**src/sv/u8s_pkg.sv**
```systemverilog
// Package: request/result types, sizes and byte constants for the UTF-8 sanitizer.
package u8s_pkg;

	localparam int HOLD_DEPTH = 5;
	localparam int HOLD_CNT_W = 3;
	localparam int HOLD_IDX_W = 3;
	localparam int MAX_RES    = 4;
	localparam int RES_DEPTH  = 8;
	localparam int RES_PTR_W  = $clog2(RES_DEPTH);
	localparam int RES_CNT_W  = $clog2(RES_DEPTH + 1);
	localparam int EMIT_W     = 3;

	localparam logic [7:0] SUR_LEAD = 8'hED;
	localparam logic [3:0] SUR_HI_NIB = 4'hA;
	localparam logic [3:0] SUR_LO_NIB = 4'hB;
	localparam logic [20:0] SUPP_BASE = 21'h10000;

	typedef struct packed {
		logic [7:0] byte_in;
		logic       terminator;
	} u8s_req_t;

	typedef struct packed {
		logic [7:0] byte_out;
		logic       is_end;
	} u8s_res_t;

	function automatic logic [2:0] seq_len(input logic [7:0] b);
		logic [2:0] n;
		if (b[7] == 1'b0) begin
			n = 3'd1;
		end else if (b[7:5] == 3'b110) begin
			n = 3'd2;
		end else if (b[7:4] == 4'b1110) begin
			n = 3'd3;
		end else if (b[7:3] == 5'b11110) begin
			n = 3'd4;
		end else begin
			n = 3'd0;
		end
		return n;
	endfunction

	function automatic logic is_cont(input logic [7:0] b);
		return b[7:6] == 2'b10;
	endfunction

endpackage

```
**src/sv/utf8_sanitize_cesu8_repair.sv**
```systemverilog
// UTF-8 sanitizer with CESU-8 surrogate pair repair (top level).
// A request is registered in the input stage, decoded from there once the result queue has
// room, and its results are written into the result queue, whose head drives res.
// Throughput: one request per cycle while the 8-entry result queue has 4 entries free;
// 0 to 4 results per request leave it one per cycle while res_ready is high.
// Reset clears the lookahead count, the queue pointers and the input stage.
module utf8_sanitize_cesu8_repair (
	input  logic              clk,
	input  logic              arst_n,
	input  logic              req_valid,
	output logic              req_ready,
	input  u8s_pkg::u8s_req_t req,
	output logic              res_valid,
	input  logic              res_ready,
	output u8s_pkg::u8s_res_t res
);
	import u8s_pkg::*;

	logic                  valid_s1;
	u8s_req_t              req_s1;
	logic [7:0]            held_q [HOLD_DEPTH];
	logic [HOLD_CNT_W-1:0] held_cnt_q;
	u8s_res_t              fifo_q [RES_DEPTH];
	logic [RES_PTR_W-1:0]  wr_ptr_q;
	logic [RES_PTR_W-1:0]  rd_ptr_q;
	logic [RES_CNT_W-1:0]  fifo_cnt_q;

	logic                  proc;
	logic                  pop;
	logic [7:0]            b;
	logic                  b_cont;
	logic [2:0]            lead_n;
	logic [2:0]            b_n;
	logic                  sur;
	logic                  single_f;
	logic [HOLD_CNT_W-1:0] cnt_nxt;
	logic                  wr_en;
	logic [HOLD_IDX_W-1:0] wr_idx;
	logic [EMIT_W-1:0]     emit_n;
	u8s_res_t              emit [MAX_RES];
	logic [9:0]            hh;
	logic [9:0]            ll;
	logic [20:0]           cp;

	assign proc      = valid_s1 && (fifo_cnt_q <= RES_CNT_W'(RES_DEPTH - MAX_RES));
	assign req_ready = !valid_s1 || proc;
	assign res_valid = fifo_cnt_q != '0;
	assign res       = fifo_q[rd_ptr_q];
	assign pop       = res_valid && res_ready;

	assign b      = req_s1.byte_in;
	assign b_cont = is_cont(b);
	assign lead_n = seq_len(held_q[0]);
	assign b_n    = seq_len(b);
	assign sur    = (held_cnt_q >= HOLD_CNT_W'(3)) && (held_q[0] == SUR_LEAD)
		&& (held_q[1][7:4] == SUR_HI_NIB);

	assign hh = {held_q[1][3:0], held_q[2][5:0]};
	assign ll = {held_q[4][3:0], b[5:0]};
	assign cp = SUPP_BASE + {1'b0, hh, ll};

	always_comb begin
		cnt_nxt  = held_cnt_q;
		wr_en    = 1'b0;
		wr_idx   = '0;
		emit_n   = '0;
		single_f = 1'b0;
		for (int i = 0; i < MAX_RES; i++) begin
			emit[i] = '0;
		end
		if (req_s1.terminator) begin
			cnt_nxt = '0;
			emit_n  = EMIT_W'(1);
			emit[0] = '{byte_out: 8'h00, is_end: 1'b1};
		end else if (held_cnt_q == '0) begin
			single_f = 1'b1;
		end else if (!sur) begin
			if (!b_cont) begin
				single_f = 1'b1;
			end else if ((held_cnt_q + HOLD_CNT_W'(1)) < lead_n) begin
				wr_en   = 1'b1;
				wr_idx  = held_cnt_q;
				cnt_nxt = held_cnt_q + HOLD_CNT_W'(1);
			end else if (lead_n == 3'd3 && held_q[0] == SUR_LEAD && held_q[1][5]) begin
				// encoded surrogate: low half alone is dropped, high half waits
				if (held_q[1][4]) begin
					cnt_nxt = '0;
				end else begin
					wr_en   = 1'b1;
					wr_idx  = held_cnt_q;
					cnt_nxt = held_cnt_q + HOLD_CNT_W'(1);
				end
			end else begin
				cnt_nxt = '0;
				emit_n  = lead_n;
				emit[0] = '{byte_out: held_q[0], is_end: 1'b0};
				emit[1] = '{byte_out: (lead_n == 3'd2) ? b : held_q[1], is_end: 1'b0};
				emit[2] = '{byte_out: (lead_n == 3'd3) ? b : held_q[2], is_end: 1'b0};
				emit[3] = '{byte_out: b, is_end: 1'b0};
			end
		end else begin
			case (held_cnt_q)
				HOLD_CNT_W'(3): begin
					if (b == SUR_LEAD) begin
						wr_en   = 1'b1;
						wr_idx  = HOLD_IDX_W'(3);
						cnt_nxt = HOLD_CNT_W'(4);
					end else begin
						single_f = 1'b1;
					end
				end
				HOLD_CNT_W'(4): begin
					if (b[7:4] == SUR_LO_NIB) begin
						wr_en   = 1'b1;
						wr_idx  = HOLD_IDX_W'(4);
						cnt_nxt = HOLD_CNT_W'(5);
					end else if (b_cont) begin
						// high surrogate dropped, ED plus this byte restart a sequence
						wr_en   = 1'b1;
						wr_idx  = HOLD_IDX_W'(1);
						cnt_nxt = HOLD_CNT_W'(2);
					end else begin
						single_f = 1'b1;
					end
				end
				default: begin
					if (b_cont) begin
						cnt_nxt = '0;
						emit_n  = EMIT_W'(4);
						emit[0] = '{byte_out: {5'b11110, cp[20:18]}, is_end: 1'b0};
						emit[1] = '{byte_out: {2'b10, cp[17:12]}, is_end: 1'b0};
						emit[2] = '{byte_out: {2'b10, cp[11:6]}, is_end: 1'b0};
						emit[3] = '{byte_out: {2'b10, cp[5:0]}, is_end: 1'b0};
					end else begin
						single_f = 1'b1;
					end
				end
			endcase
		end
		if (single_f) begin
			if (b_n == 3'd1) begin
				cnt_nxt = '0;
				emit_n  = EMIT_W'(1);
				emit[0] = '{byte_out: b, is_end: 1'b0};
			end else if (b_n == 3'd0) begin
				cnt_nxt = '0;
			end else begin
				wr_en   = 1'b1;
				wr_idx  = '0;
				cnt_nxt = HOLD_CNT_W'(1);
			end
		end
	end

	always_ff @(posedge clk or negedge arst_n) begin
		if (!arst_n) begin
			valid_s1 <= 1'b0;
		end else if (req_valid && req_ready) begin
			valid_s1 <= 1'b1;
		end else if (proc) begin
			valid_s1 <= 1'b0;
		end
	end

	always_ff @(posedge clk) begin
		if (req_valid && req_ready) begin
			req_s1 <= req;
		end
	end

	always_ff @(posedge clk or negedge arst_n) begin
		if (!arst_n) begin
			held_cnt_q <= '0;
		end else if (proc) begin
			held_cnt_q <= cnt_nxt;
		end
	end

	always_ff @(posedge clk) begin
		if (proc && wr_en) begin
			held_q[wr_idx] <= b;
		end
	end

	always_ff @(posedge clk or negedge arst_n) begin
		if (!arst_n) begin
			wr_ptr_q   <= '0;
			rd_ptr_q   <= '0;
			fifo_cnt_q <= '0;
		end else begin
			if (proc) begin
				wr_ptr_q <= wr_ptr_q + RES_PTR_W'(emit_n);
			end
			if (pop) begin
				rd_ptr_q <= rd_ptr_q + RES_PTR_W'(1);
			end
			fifo_cnt_q <= fifo_cnt_q + (proc ? RES_CNT_W'(emit_n) : RES_CNT_W'(0))
				- (pop ? RES_CNT_W'(1) : RES_CNT_W'(0));
		end
	end

	always_ff @(posedge clk) begin
		if (proc) begin
			for (int i = 0; i < MAX_RES; i++) begin
				if (EMIT_W'(i) < emit_n) begin
					fifo_q[wr_ptr_q + RES_PTR_W'(i)] <= emit[i];
				end
			end
		end
	end

`ifndef SYNTHESIS
	a_fifo_bound: assert property (@(posedge clk) disable iff (!arst_n)
		fifo_cnt_q <= RES_CNT_W'(RES_DEPTH))
		else $error("result queue overflow");

	a_hold_bound: assert property (@(posedge clk) disable iff (!arst_n)
		held_cnt_q <= HOLD_CNT_W'(HOLD_DEPTH))
		else $error("lookahead overflow");

	a_term_clears: assert property (@(posedge clk) disable iff (!arst_n)
		proc && req_s1.terminator |=> held_cnt_q == '0)
		else $error("terminator left held bytes");

	a_full_hold_drains: assert property (@(posedge clk) disable iff (!arst_n)
		proc && held_cnt_q == HOLD_CNT_W'(HOLD_DEPTH) |=> held_cnt_q <= HOLD_CNT_W'(1))
		else $error("full lookahead not resolved");

	a_pop_only_valid: assert property (@(posedge clk) disable iff (!arst_n)
		!proc && !pop |=> fifo_cnt_q == $past(fifo_cnt_q))
		else $error("queue count moved without push or pop");
`endif

endmodule

```
**config.mk**
```make
export PLATFORM = sky130hd
export DESIGN_NAME = utf8_sanitize_cesu8_repair
export DESIGN_NICKNAME = d
export VERILOG_FILES = /design/src/sv/u8s_pkg.sv /design/src/sv/utf8_sanitize_cesu8_repair.sv
export SDC_FILE = /design/constraint.sdc
export NUM_CORES = 1
export LEC_CHECK = 0
export BUFFER_PORTS_ARGS = -buffer_cell sky130_fd_sc_hd__buf_2
export CORE_UTILIZATION = 35
export DETAILED_ROUTE_END_ITERATION = 8
export HOLD_SLACK_MARGIN = 0.15
export PLACE_DENSITY = 0.48
export SYNTH_ARGS = -nofsm -noshare
export SYNTH_HDL_FRONTEND = slang
export SYNTH_SLANG_ARGS = --single-unit
```
**constraint.sdc**
```tcl
create_clock -name clk -period 4.4 [get_ports clk]
set_input_delay 0.88 -clock clk [delete_from_list [all_inputs] [get_ports clk]]
set_output_delay 0.88 -clock clk [all_outputs]
set_load 0.01 [all_outputs]
```
==> results.sh, run 1 <==
export IMPL_synth_area_top_cells="edfxtp_1 (37%), mux4_2 (5.0%), dfrtp_1 (4.3%)"
export IMPL_final_nets=870
export IMPL_syn_to_final_growth_pct=16.0
export IMPL_grt_max_degree=21
export IMPL_r2r_slack_ns=0.39
export IMPL_cp_max_fo=12
export IMPL_max_freq_mhz=249
export IMPL_synth_nets=812
export IMPL_core_mm2=0.0226
export IMPL_start_kind="flop"
export IMPL_cellLeakagePower_nw=3.22
export IMPL_rsz0062_at_grt="no"
export IMPL_worstSkewPairLatency_ns=0.43
export IMPL_slew_violations=0
export IMPL_slew_headroom_pct=18.5
export IMPL_gp_congestion=0.994
export IMPL_io_buffers=23
export IMPL_clockBufferDepth=2
export IMPL_p_per_area_mw_per_mm2=505
export IMPL_die_w_um=154
export IMPL_async_flop_share_pct=11.4
export IMPL_grt_util_met1_pct=34.8
export IMPL_fillCellCount=2169
export IMPL_die_area_mm2=0.0238
export IMPL_grt_total_usage_pct=27.4
export IMPL_synth_top_cell_by_area="edfxtp_1"
export IMPL_synth_flop_cell="edfxtp_1"
export IMPL_antenna_cells=0
export IMPL_fin_crit_ns=4.01
export IMPL_viasPerCell=6.48
export IMPL_post_dp_hpwl_mm=23.1
export IMPL_die_h_um=154
export IMPL_synth_top_cell_area_share_pct=37.4
export IMPL_p_switching_mw=1.88
export IMPL_cap_violations=0
export IMPL_fin_util_pct=41.5
export IMPL_drt_wl_total_mm=31.7
export IMPL_start_util_pct=35.8
export IMPL_tightest_slew_ns=1.22
export IMPL_dr_total_vias=7369
export IMPL_multi_input_area_mm2=0.00432
export IMPL_finalSetupViolCount=0
export IMPL_antenna_left=0
export IMPL_status="finished, final reports clean"
export IMPL_power_frac_comb_pct=35.0
export IMPL_grt_overflow_total=0
export IMPL_grt_antenna_before_repair=1
export IMPL_clock_sinks=123
export IMPL_grt_pass1_wl_mm=47.2
export IMPL_switching_share_pct=39.6
export IMPL_finalCritPeriodShare_pct=91.1
export IMPL_syn_cell_area_mm2=0.00810
export IMPL_busiest_layer="met2"
export IMPL_h_tree_depth=4
export IMPL_endpoint_kind="flop"
export IMPL_use_met2_pct=44.7
export IMPL_grt_pass1_vias=7215
export IMPL_synthDistinctLibCells=75
export IMPL_final_cell_mix="edfxtp_1 (101), nand2_1 (67), nor2_1 (66)"
export IMPL_num_rows=55
export IMPL_cts_root_buf="clkbuf_16"
export IMPL_yosysWarnings=0
export IMPL_required_ns=4.46
export IMPL_cts_resized=0
export IMPL_drive_above_1_share_pct=21.5
export IMPL_min_path_type="primary input to async pin"
export IMPL_power_share_clock_pct=28.8
export IMPL_r2r_end="fifo_q[4][3]$_DFFE_PP_"
export IMPL_synth_seq_cells=123
export IMPL_cts_hold_buf=0
export IMPL_ios=24
export IMPL_avgSynthCellArea_um2=10.4
export IMPL_cp_arrival_ns=4.07
export IMPL_finClkSkew_ns=0.0140
export IMPL_regArea_mm2=0.00354
export IMPL_route_detailed_drc=0
export IMPL_worstSetupPathType="flop to flop"
export IMPL_cts_tree="yes"
export IMPL_yosysSeqAreaShare_pct=43.7
export IMPL_worstReg2RegStart="held_cnt_q[0]$_DFFE_PN0P_"
export IMPL_grtUsageMet3_pct=6.03
export IMPL_clk_pin_slew_ns=0.06
export IMPL_cts_setup_buffers=0
export IMPL_seqPwrFrac_pct=36.1
export IMPL_finalHoldViolations=0
export IMPL_synth_edf_count=101
export IMPL_drt_pass1_iterations=9
export IMPL_netlist_instances=781
export IMPL_peakVddDrop_mv=0.264
export IMPL_ff2ff_path_depth=11
export IMPL_dr_first_iter_drc_count=926
export IMPL_mostFrequentLayoutCell="edfxtp_1"
export IMPL_cts_buffers=17
export IMPL_internal_power_mw=2.87
export IMPL_tns_ns=0
export IMPL_post_drt_wl_per_cell_um=27.9
[worst max-delay path, cell delays in order (launching register included)]
cell and delay, ns:
dfrtp_1 0.48, ha_1 0.23, ha_1 0.26, a211o_1 0.15, nand3b_1 0.15, or4b_4 0.65
a21oi_2 0.53, a41oi_4 0.17, buf_4 0.26, nor2_4 0.23, nor2_1 0.13, nand3_1 0.40
[per-layer routing]
metal / routed length (µm) / share of wire [%]
met3: 2450 / 7.7
met4: 1480 / 4.7
met1: 12900 / 41
met2: 14900 / 47
met5: 0 / 0
[through the flow]
step	hold WS (ns)	total power [mW]	worst slack, ns	instance area, µm²	instances
floorplan	0.462	2.75	0.756	8100	781
global placement	0.515	3.39	0.530	8830	1105
detailed placement	0.533	3.40	0.459	8830	1105
CTS	0.360	4.77	0.450	9400	1137
global route	0.365	4.96	0.207	9400	1137
finish	0.357	4.74	0.390	9400	1137
[worst max path at each step]
stage | startpoint | endpoint
5_1_grt | held_q[0][4]$_DFFE_PP_ | held_q[1][5]$_DFFE_PP_
6_report | held_cnt_q[0]$_DFFE_PN0P_ | fifo_q[4][3]$_DFFE_PP_
4_1_cts | held_cnt_q[0]$_DFFE_PN0P_ | fifo_q[4][3]$_DFFE_PP_
3_3_place_gp | held_q[0][4]$_DFFE_PP_ | fifo_q[4][5]$_DFFE_PP_
3_5_place_dp | held_cnt_q[0]$_DFFE_PN0P_ | fifo_q[4][4]$_DFFE_PP_
2_1_floorplan | held_cnt_q[0]$_DFFE_PN0P_ | fifo_q[7][1]$_DFFE_PP_
[final cells by class]
type / instances / area share, %
well taps: 285 / 3.80
flip-flops and latches: 123 / 37.7
clock buffers: 17 / 4.53
multi-input cells: 600 / 46.0
repair buffers: 76 / 5.59
clock inverters: 15 / 1.50
inverters: 21 / 0.839
[state kept, by name (all words and copies together) (netlist names)]
register and flops:
fifo_q 72, held_q 28, wr_ptr_q 3, req_s1 1, fifo_cnt_q 4, valid_s1 1
b 8, held_cnt_q 3, rd_ptr_q 3
[logic make-up after synthesis]
group,synth area share (%)
AO/OA/AOI/OAI,20.9
multiplexers,8.26
XOR/XNOR,1.41
AND/OR/NAND/NOR,19.6
buffers and inverters,3.17
flip-flops,43.7
adder cells (fa/ha/maj),2.97
[Yosys cell counts, types with 6 or more instances]
| cell type | instances |
|---|---|
| ha_1 | 16 |
| nor4_1 | 6 |
| nand2_1 | 67 |
| a22oi_1 | 9 |
| o22ai_1 | 7 |
| nor2_4 | 8 |
| clkbuf_1 | 20 |
| a211oi_1 | 9 |
| o211ai_1 | 6 |
| nor2_2 | 7 |
| edfxtp_1 | 101 |
| nor3_1 | 38 |
| o21ai_0 | 19 |
| nor2_1 | 66 |
| o21ai_1 | 13 |
| inv_1 | 20 |
| mux4_2 | 18 |
| a31oi_1 | 11 |
| buf_2 | 7 |
| nand4_1 | 6 |
| a22o_1 | 22 |
| a221oi_2 | 7 |
| and2_1 | 8 |
| mux2_2 | 11 |
| a21oi_1 | 48 |
| nand2b_1 | 11 |
| a311oi_1 | 15 |
| a221oi_1 | 23 |
| dfrtp_1 | 14 |
| xnor2_1 | 8 |
| a32oi_1 | 15 |
| or3_1 | 7 |
| mux2i_1 | 14 |
| nand3_1 | 35 |
| dfxtp_1 | 8 |
[power groups by stage]
stage               combinational, mW  sequential, mW  clock [mW]
finish                           1.66            1.71        1.37
global route                     1.80            1.74        1.42
CTS                              1.67            1.71        1.38
detailed placement               1.66            1.73           0
global placement                 1.65            1.74           0
floorplan                        1.19            1.56           0
No activity file was read; power rests on OpenSTA's default activity.
==> inputs of run 2 (changes only) <==
==> constraint.sdc (replaced) <==
create_clock -name clk -period 4.4 [get_ports clk]
set_input_delay 0.44 -clock clk [delete_from_list [all_inputs] [get_ports clk]]
set_output_delay 0.44 -clock clk [all_outputs]
set_load 0.01 [all_outputs]
==> run 2 against run 1 <==
  * Critical path depth increased by 4
  * Non-clock buffer count up 4
  * Final cell count increased by 0.35%
  * Clock power about the same
  * Power grew 0.68%
  * Sequential cell count is the same
  * Wire length shrank 0.39%
  * Hold slack got worse by 0.18 ns
  * Combinational power about the same
  * Count of clock-buffer cells in the layout unchanged
  * Utilization rose by 0.19 points
  * Register-to-register slack gained 0.03 ns
  * Critical path type unchanged
  * Critical endpoint is now fifo_q[7][5]$_DFFE_PP_
  * Highest routed layer unchanged
==> results.sh, run 2 (same netlist as run 1, synthesis figures left out) <==
export IMPL_status="finished, final reports clean"
export IMPL_gp_congestion=0.982
export IMPL_hold_depth=1
export IMPL_antenna_cells=0
export IMPL_post_drt_wl_per_cell_um=27.7
export IMPL_fin_crit_ns=3.98
export IMPL_grt_overflow_total=0
export IMPL_worst_path_buf_inv=4
export IMPL_finalCritPeriodShare_pct=90.4
export IMPL_finalSetupViolCount=0
export IMPL_grt_pass1_wl_mm=47.0
export IMPL_min_path_type="primary input to flop"
export IMPL_final_cell_mix="edfxtp_1 (101), nand2_1 (67), nor2_1 (66)"
export IMPL_peakVddDrop_mv=0.247
export IMPL_largest_register_ffs=72
export IMPL_dr_total_vias=7397
export IMPL_busiest_layer="met2"
export IMPL_cts_tree="yes"
export IMPL_clockBufferDepth=2
export IMPL_crit_chain="ha_1 > ha_1 > inv_1 > ha_1 > a21oi_1 > nand2_1 > o21ai_1 > buf_4 > nor2_1 > buf_4 > a41oi_4 > buf_12 > nor2_4 > nor2_1 > nand3b_1"
export IMPL_tightest_slew_ns=1.08
export IMPL_clk_pin_slew_ns=0.07
export IMPL_tns_ns=0
export IMPL_grt_total_usage_pct=27.3
export IMPL_hp_start="req[6]"
export IMPL_cap_violations=0
export IMPL_cts_root_buf="clkbuf_16"
export IMPL_use_met2_pct=44.6
export IMPL_worstSkewPairLatency_ns=0.44
export IMPL_mostFrequentLayoutCell="edfxtp_1"
export IMPL_post_dp_hpwl_mm=23.1
export IMPL_dr_first_iter_drc_count=726
export IMPL_cp_common_cell="ha_1"
export IMPL_drt_pass1_iterations=6
export IMPL_cp_arrival_ns=4.05
export IMPL_cts_setup_buffers=0
export IMPL_grt_pass1_vias=7260
export IMPL_ff2ff_path_depth=15
export IMPL_fin_util_pct=41.7
export IMPL_endpoint_kind="flop"
export IMPL_hold_end="b[5]$_DFFE_PP_"
export IMPL_io_buffers=23
export IMPL_drt_wl_total_mm=31.5
export IMPL_r2r_slack_ns=0.42
export IMPL_fillCellCount=2181
export IMPL_cts_resized=0
export IMPL_rsz0062_at_grt="no"
export IMPL_h_tree_depth=4
export IMPL_cp_slowest_cell="dfrtp_1"
export IMPL_grt_max_degree=25
export IMPL_top_register="fifo_q"
export IMPL_cellLeakagePower_nw=3.24
export IMPL_start_kind="flop"
export IMPL_max_freq_mhz=251
export IMPL_grt_util_met1_pct=34.8
export IMPL_grt_antenna_before_repair=0
export IMPL_cp_slowest_stage_delay_ns=0.44
export IMPL_start_util_pct=35.8
export IMPL_r2r_end="fifo_q[7][5]$_DFFE_PP_"
export IMPL_ios=24
export IMPL_worstReg2RegStart="held_cnt_q[0]$_DFFE_PN0P_"
export IMPL_die_area_mm2=0.0238
export IMPL_antenna_left=0
export IMPL_clock_sinks=123
export IMPL_final_nets=874
export IMPL_slew_headroom_pct=27.8
export IMPL_cts_buffers=17
export IMPL_route_detailed_drc=0
export IMPL_num_rows=55
export IMPL_drive_above_1_share_pct=21.7
export IMPL_die_w_um=154
export IMPL_required_ns=4.47
export IMPL_finClkSkew_ns=0.0124
export IMPL_worstSetupPathType="flop to flop"
export IMPL_viasPerCell=6.48
export IMPL_slew_violations=0
export IMPL_core_mm2=0.0226
export IMPL_path_delay_family="simple AND/OR/NAND/NOR gates"
export IMPL_grtUsageMet3_pct=4.59
export IMPL_cts_hold_buf=1
export IMPL_finalHoldViolations=0
export IMPL_p_per_area_mw_per_mm2=506
export IMPL_syn_to_final_growth_pct=16.5
export IMPL_cp_max_fo=24
export IMPL_die_h_um=154
## run 2: changes by cell type in the layout (fill, tap and decap cells not counted), sizes merged
| cell | previous run | this run |
|---|---|---|
| clkinvlp | 4 | 5 |
| dlygate4sd3 | 0 | 1 |
| buf | 76 | 79 |
| clkinv | 6 | 5 |
## run 2: area by class of cell
cell class,instances,area (µm²),area share (%)
Tap cell,285,357,3.78
Clock buffer,17,425,4.51
Clock inverter,15,140,1.48
Inverter,21,78.8,0.835
Timing Repair Buffer,80,571,6.04
Sequential cell,123,3540,37.5
Multi-Input combinational cell,600,4320,45.8
## run 2: metal layers
layer	wire, µm	share of wire, %
met5	0	0
met4	1630	5.2
met1	12800	41
met2	14700	47
met3	2380	7.5
## run 2: worst max path at each step
stage	startpoint	to	slack, ns	cells after the start
2_1_floorplan	held_cnt_q[0]$_DFFE_PN0P_	fifo_q[7][1]$_DFFE_PP_	0.76	13
3_3_place_gp	held_q[0][4]$_DFFE_PP_	fifo_q[4][8]$_DFFE_PP_	0.56	9
3_5_place_dp	held_q[0][4]$_DFFE_PP_	fifo_q[4][8]$_DFFE_PP_	0.47	9
4_1_cts	held_q[0][4]$_DFFE_PP_	fifo_q[4][8]$_DFFE_PP_	0.43	9
5_1_grt	held_cnt_q[0]$_DFFE_PN0P_	fifo_q[4][8]$_DFFE_PP_	0.25	11
6_report	held_cnt_q[0]$_DFFE_PN0P_	fifo_q[7][5]$_DFFE_PP_	0.42	15
## run 2: metrics by stage
stage                     power [mW]  std cells  instance area (µm²)  setup WS, ns  hold slack, ns
after floorplan                 2.75        781                 8100         0.756           0.144
after global placement          3.39       1108                 8860         0.561           0.364
after detailed placement        3.40       1108                 8860         0.468           0.372
after CTS                       4.78       1141                 9440         0.435           0.165
after global routing            4.98       1141                 9440         0.245           0.163
final                           4.77       1141                 9440         0.422           0.173
## run 2: power breakdown
part,switching [mW],internal (mW)
clock network,0.601,0.784
registers,0.283,1.46
logic,1.02,0.630
==> inputs of run 3 (changes only) <==
--- a/config.mk
+++ b/config.mk
@@ -5,7 +5,7 @@
 export SDC_FILE = /design/constraint.sdc
 export NUM_CORES = 1
 export LEC_CHECK = 0
-export BUFFER_PORTS_ARGS = -buffer_cell sky130_fd_sc_hd__buf_2
+export BUFFER_PORTS_ARGS = -buffer_cell sky130_fd_sc_hd__clkbuf_2
 export CORE_UTILIZATION = 35
 export DETAILED_ROUTE_END_ITERATION = 8
 export HOLD_SLACK_MARGIN = 0.15
==> run 3 against run 2 <==
  * First-iteration DRC count rose by 6.9%
  * Critical endpoint is now fifo_q[3][5]$_DFFE_PP_
  * Die area did not move
  * Sequential power barely moved
  * Worst setup slack improved by 0.062 ns
  * Utilization rose by 0.21 points
==> results.sh, run 3 (same netlist as run 1, synthesis figures left out) <==
export IMPL_drt_wl_total_mm=31.3
export IMPL_dp_cells=1102
export IMPL_num_rows=55
export IMPL_fin_crit_ns=3.92
export IMPL_cp_arrival_ns=4.07
export IMPL_tightest_slew_ns=1.14
export IMPL_clock_sinks=123
export IMPL_cts_buffers=17
export IMPL_die_h_um=154
export IMPL_grt_antenna_before_repair=0
export IMPL_core_mm2=0.0226
export IMPL_p_per_area_mw_per_mm2=526
export IMPL_finalHoldViolations=0
export IMPL_tns_ns=0
export IMPL_dr_total_vias=7258
export IMPL_syn_to_final_growth_pct=17.1
export IMPL_route_detailed_drc=0
export IMPL_rsz0062_at_grt="no"
export IMPL_grt_pass1_wl_mm=46.4
export IMPL_placed_area_mm2=0.00881
export IMPL_slew_headroom_pct=23.7
export IMPL_finClkSkew_ns=0.00946
export IMPL_worstReg2RegStart="held_q[0][4]$_DFFE_PP_"
export IMPL_worstSetupPathType="flop to flop"
export IMPL_die_area_mm2=0.0238
export IMPL_mostFrequentLayoutCell="edfxtp_1"
export IMPL_cp_startpoint="held_q[0][4]$_DFFE_PP_"
export IMPL_grt_pass1_vias=7004
export IMPL_cts_root_buf="clkbuf_16"
export IMPL_start_kind="flop"
export IMPL_finalSetupViolCount=0
export IMPL_cp_max_fo=10
export IMPL_h_tree_depth=4
export IMPL_largest_register_ffs=72
export IMPL_peakVddDrop_mv=0.258
export IMPL_cts_setup_buffers=0
export IMPL_grt_overflow_total=0
export IMPL_post_dp_hpwl_mm=22.9
export IMPL_min_path_type="primary input to flop"
export IMPL_die_w_um=154
export IMPL_viasPerCell=6.40
export IMPL_dr_first_iter_drc_count=776
export IMPL_fillCellCount=2195
export IMPL_final_nets=868
export IMPL_grt_total_usage_pct=27.0
export IMPL_required_ns=4.55
export IMPL_clockBufferDepth=2
export IMPL_clk_pin_slew_ns=0.06
export IMPL_io_buffers=23
export IMPL_worstSkewPairLatency_ns=0.43
export IMPL_ff2ff_path_depth=8
export IMPL_finalCritPeriodShare_pct=89.0
export IMPL_cellLeakagePower_nw=3.27
export IMPL_top_register="fifo_q"
export IMPL_drt_pass1_iterations=5
export IMPL_status="finished, final reports clean"
export IMPL_start_util_pct=35.8
export IMPL_slew_violations=0
export IMPL_design_area_mm2=0.00949
export IMPL_gp_congestion=0.981
export IMPL_post_drt_wl_per_cell_um=27.6
export IMPL_cap_violations=0
export IMPL_endpoint_kind="flop"
export IMPL_hp_start="req[3]"
export IMPL_ios=24
export IMPL_cts_tree="yes"
export IMPL_max_freq_mhz=255
export IMPL_drive_above_1_share_pct=21.1
export IMPL_hold_depth=1
export IMPL_final_cells=1134
export IMPL_grt_max_degree=25
export IMPL_antenna_left=0
export IMPL_final_cell_mix="edfxtp_1 (101), nand2_1 (67), nor2_1 (66)"
-- run 3: changes by cell type in the layout (fill, tap and decap cells not counted) --
| cell | previous run | this run |
|---|---|---|
| buf_12 | 2 | 1 |
| buf_2 | 23 | 0 |
| buf_4 | 54 | 49 |
| bufinv_16 | 1 | 6 |
| clkbuf_2 | 0 | 23 |
| clkinv_1 | 2 | 1 |
| clkinv_2 | 1 | 0 |
| clkinv_4 | 2 | 4 |
| clkinvlp_4 | 5 | 1 |
| diode_2 | 0 | 1 |
| inv_6 | 4 | 1 |
-- run 3: per-layer routing --
metal | up-vias | GRT usage, % | wire length (µm) | share of wire (%)
met2 | 387 | 45.3 | 15000 | 48
met1 | 3574 | 34.5 | 13000 | 41
met4 | 0 | 11.0 | 1230 | 3.9
met5 | - | 0 | 0 | 0
met3 | 73 | 4.31 | 2100 | 6.7
li1 | 3224 | - | - | -
-- run 3: report_power, final --
group | total [mW] | internal (mW) | leakage, nW | switching, mW
combinational | 1.61 | 0.617 | 1.80 | 0.996
sequential | 1.75 | 1.46 | 1.15 | 0.290
clock | 1.62 | 1.06 | 0.322 | 0.560
-- run 3: stage by stage --
stage,setup slack (ns),power [mW],hold slack (ns),util [%]
2_1_floorplan,0.756,2.75,0.144,-
3_3_place_gp,0.563,3.38,0.372,38.9
3_5_place_dp,0.557,3.38,0.384,38.9
4_1_cts,0.548,5.01,0.170,41.9
5_1_grt,0.193,5.21,0.172,41.9
6_report,0.484,4.99,0.179,41.9
-- run 3: worst paths after layout --
check	endpoint	slack [ns]
hold / removal	b[2]$_DFFE_PP_	0.18
setup / recovery	fifo_q[3][5]$_DFFE_PP_	0.48
max in group asynchronous	wr_ptr_q[1]$_DFFE_PN0P_	3.64
setup reg to reg	fifo_q[3][5]$_DFFE_PP_	0.48
hold reg to reg	fifo_cnt_q[0]$_DFF_PN0_	0.53
min in group asynchronous	rd_ptr_q[1]$_DFFE_PN0P_	0.46
-- run 3: what timing repair did --
| action | CTS | global route |
|---|---|---|
| resized for setup | 0 | 0 |
| hold buffers | 1 | 0 |
| endpoints found under the hold margin | 14 | 0 |
-- run 3: layout make-up --
| class | count | area, µm² | share of cell area [%] |
|---|---|---|---|
| Antenna cell | 1 | 2.50 | 0.0264 |
| Sequential cell | 123 | 3540 | 37.4 |
| Inverter | 21 | 78.8 | 0.831 |
| Multi-Input combinational cell | 600 | 4320 | 45.6 |
| Timing Repair Buffer | 74 | 513 | 5.41 |
| Clock buffer | 17 | 425 | 4.48 |
| Tap cell | 285 | 357 | 3.76 |
| Clock inverter | 13 | 243 | 2.56 |
-- run 3: worst max-delay path: stages, from the launching register on --
cell	delay [ns]
edfxtp_1	0.48
nand4b_4	0.30
or3_1	0.48
or4b_4	0.63
a21oi_1	0.34
a211oi_1	0.16
a21oi_1	0.58
a211oi_1	0.16
a221oi_1	0.51
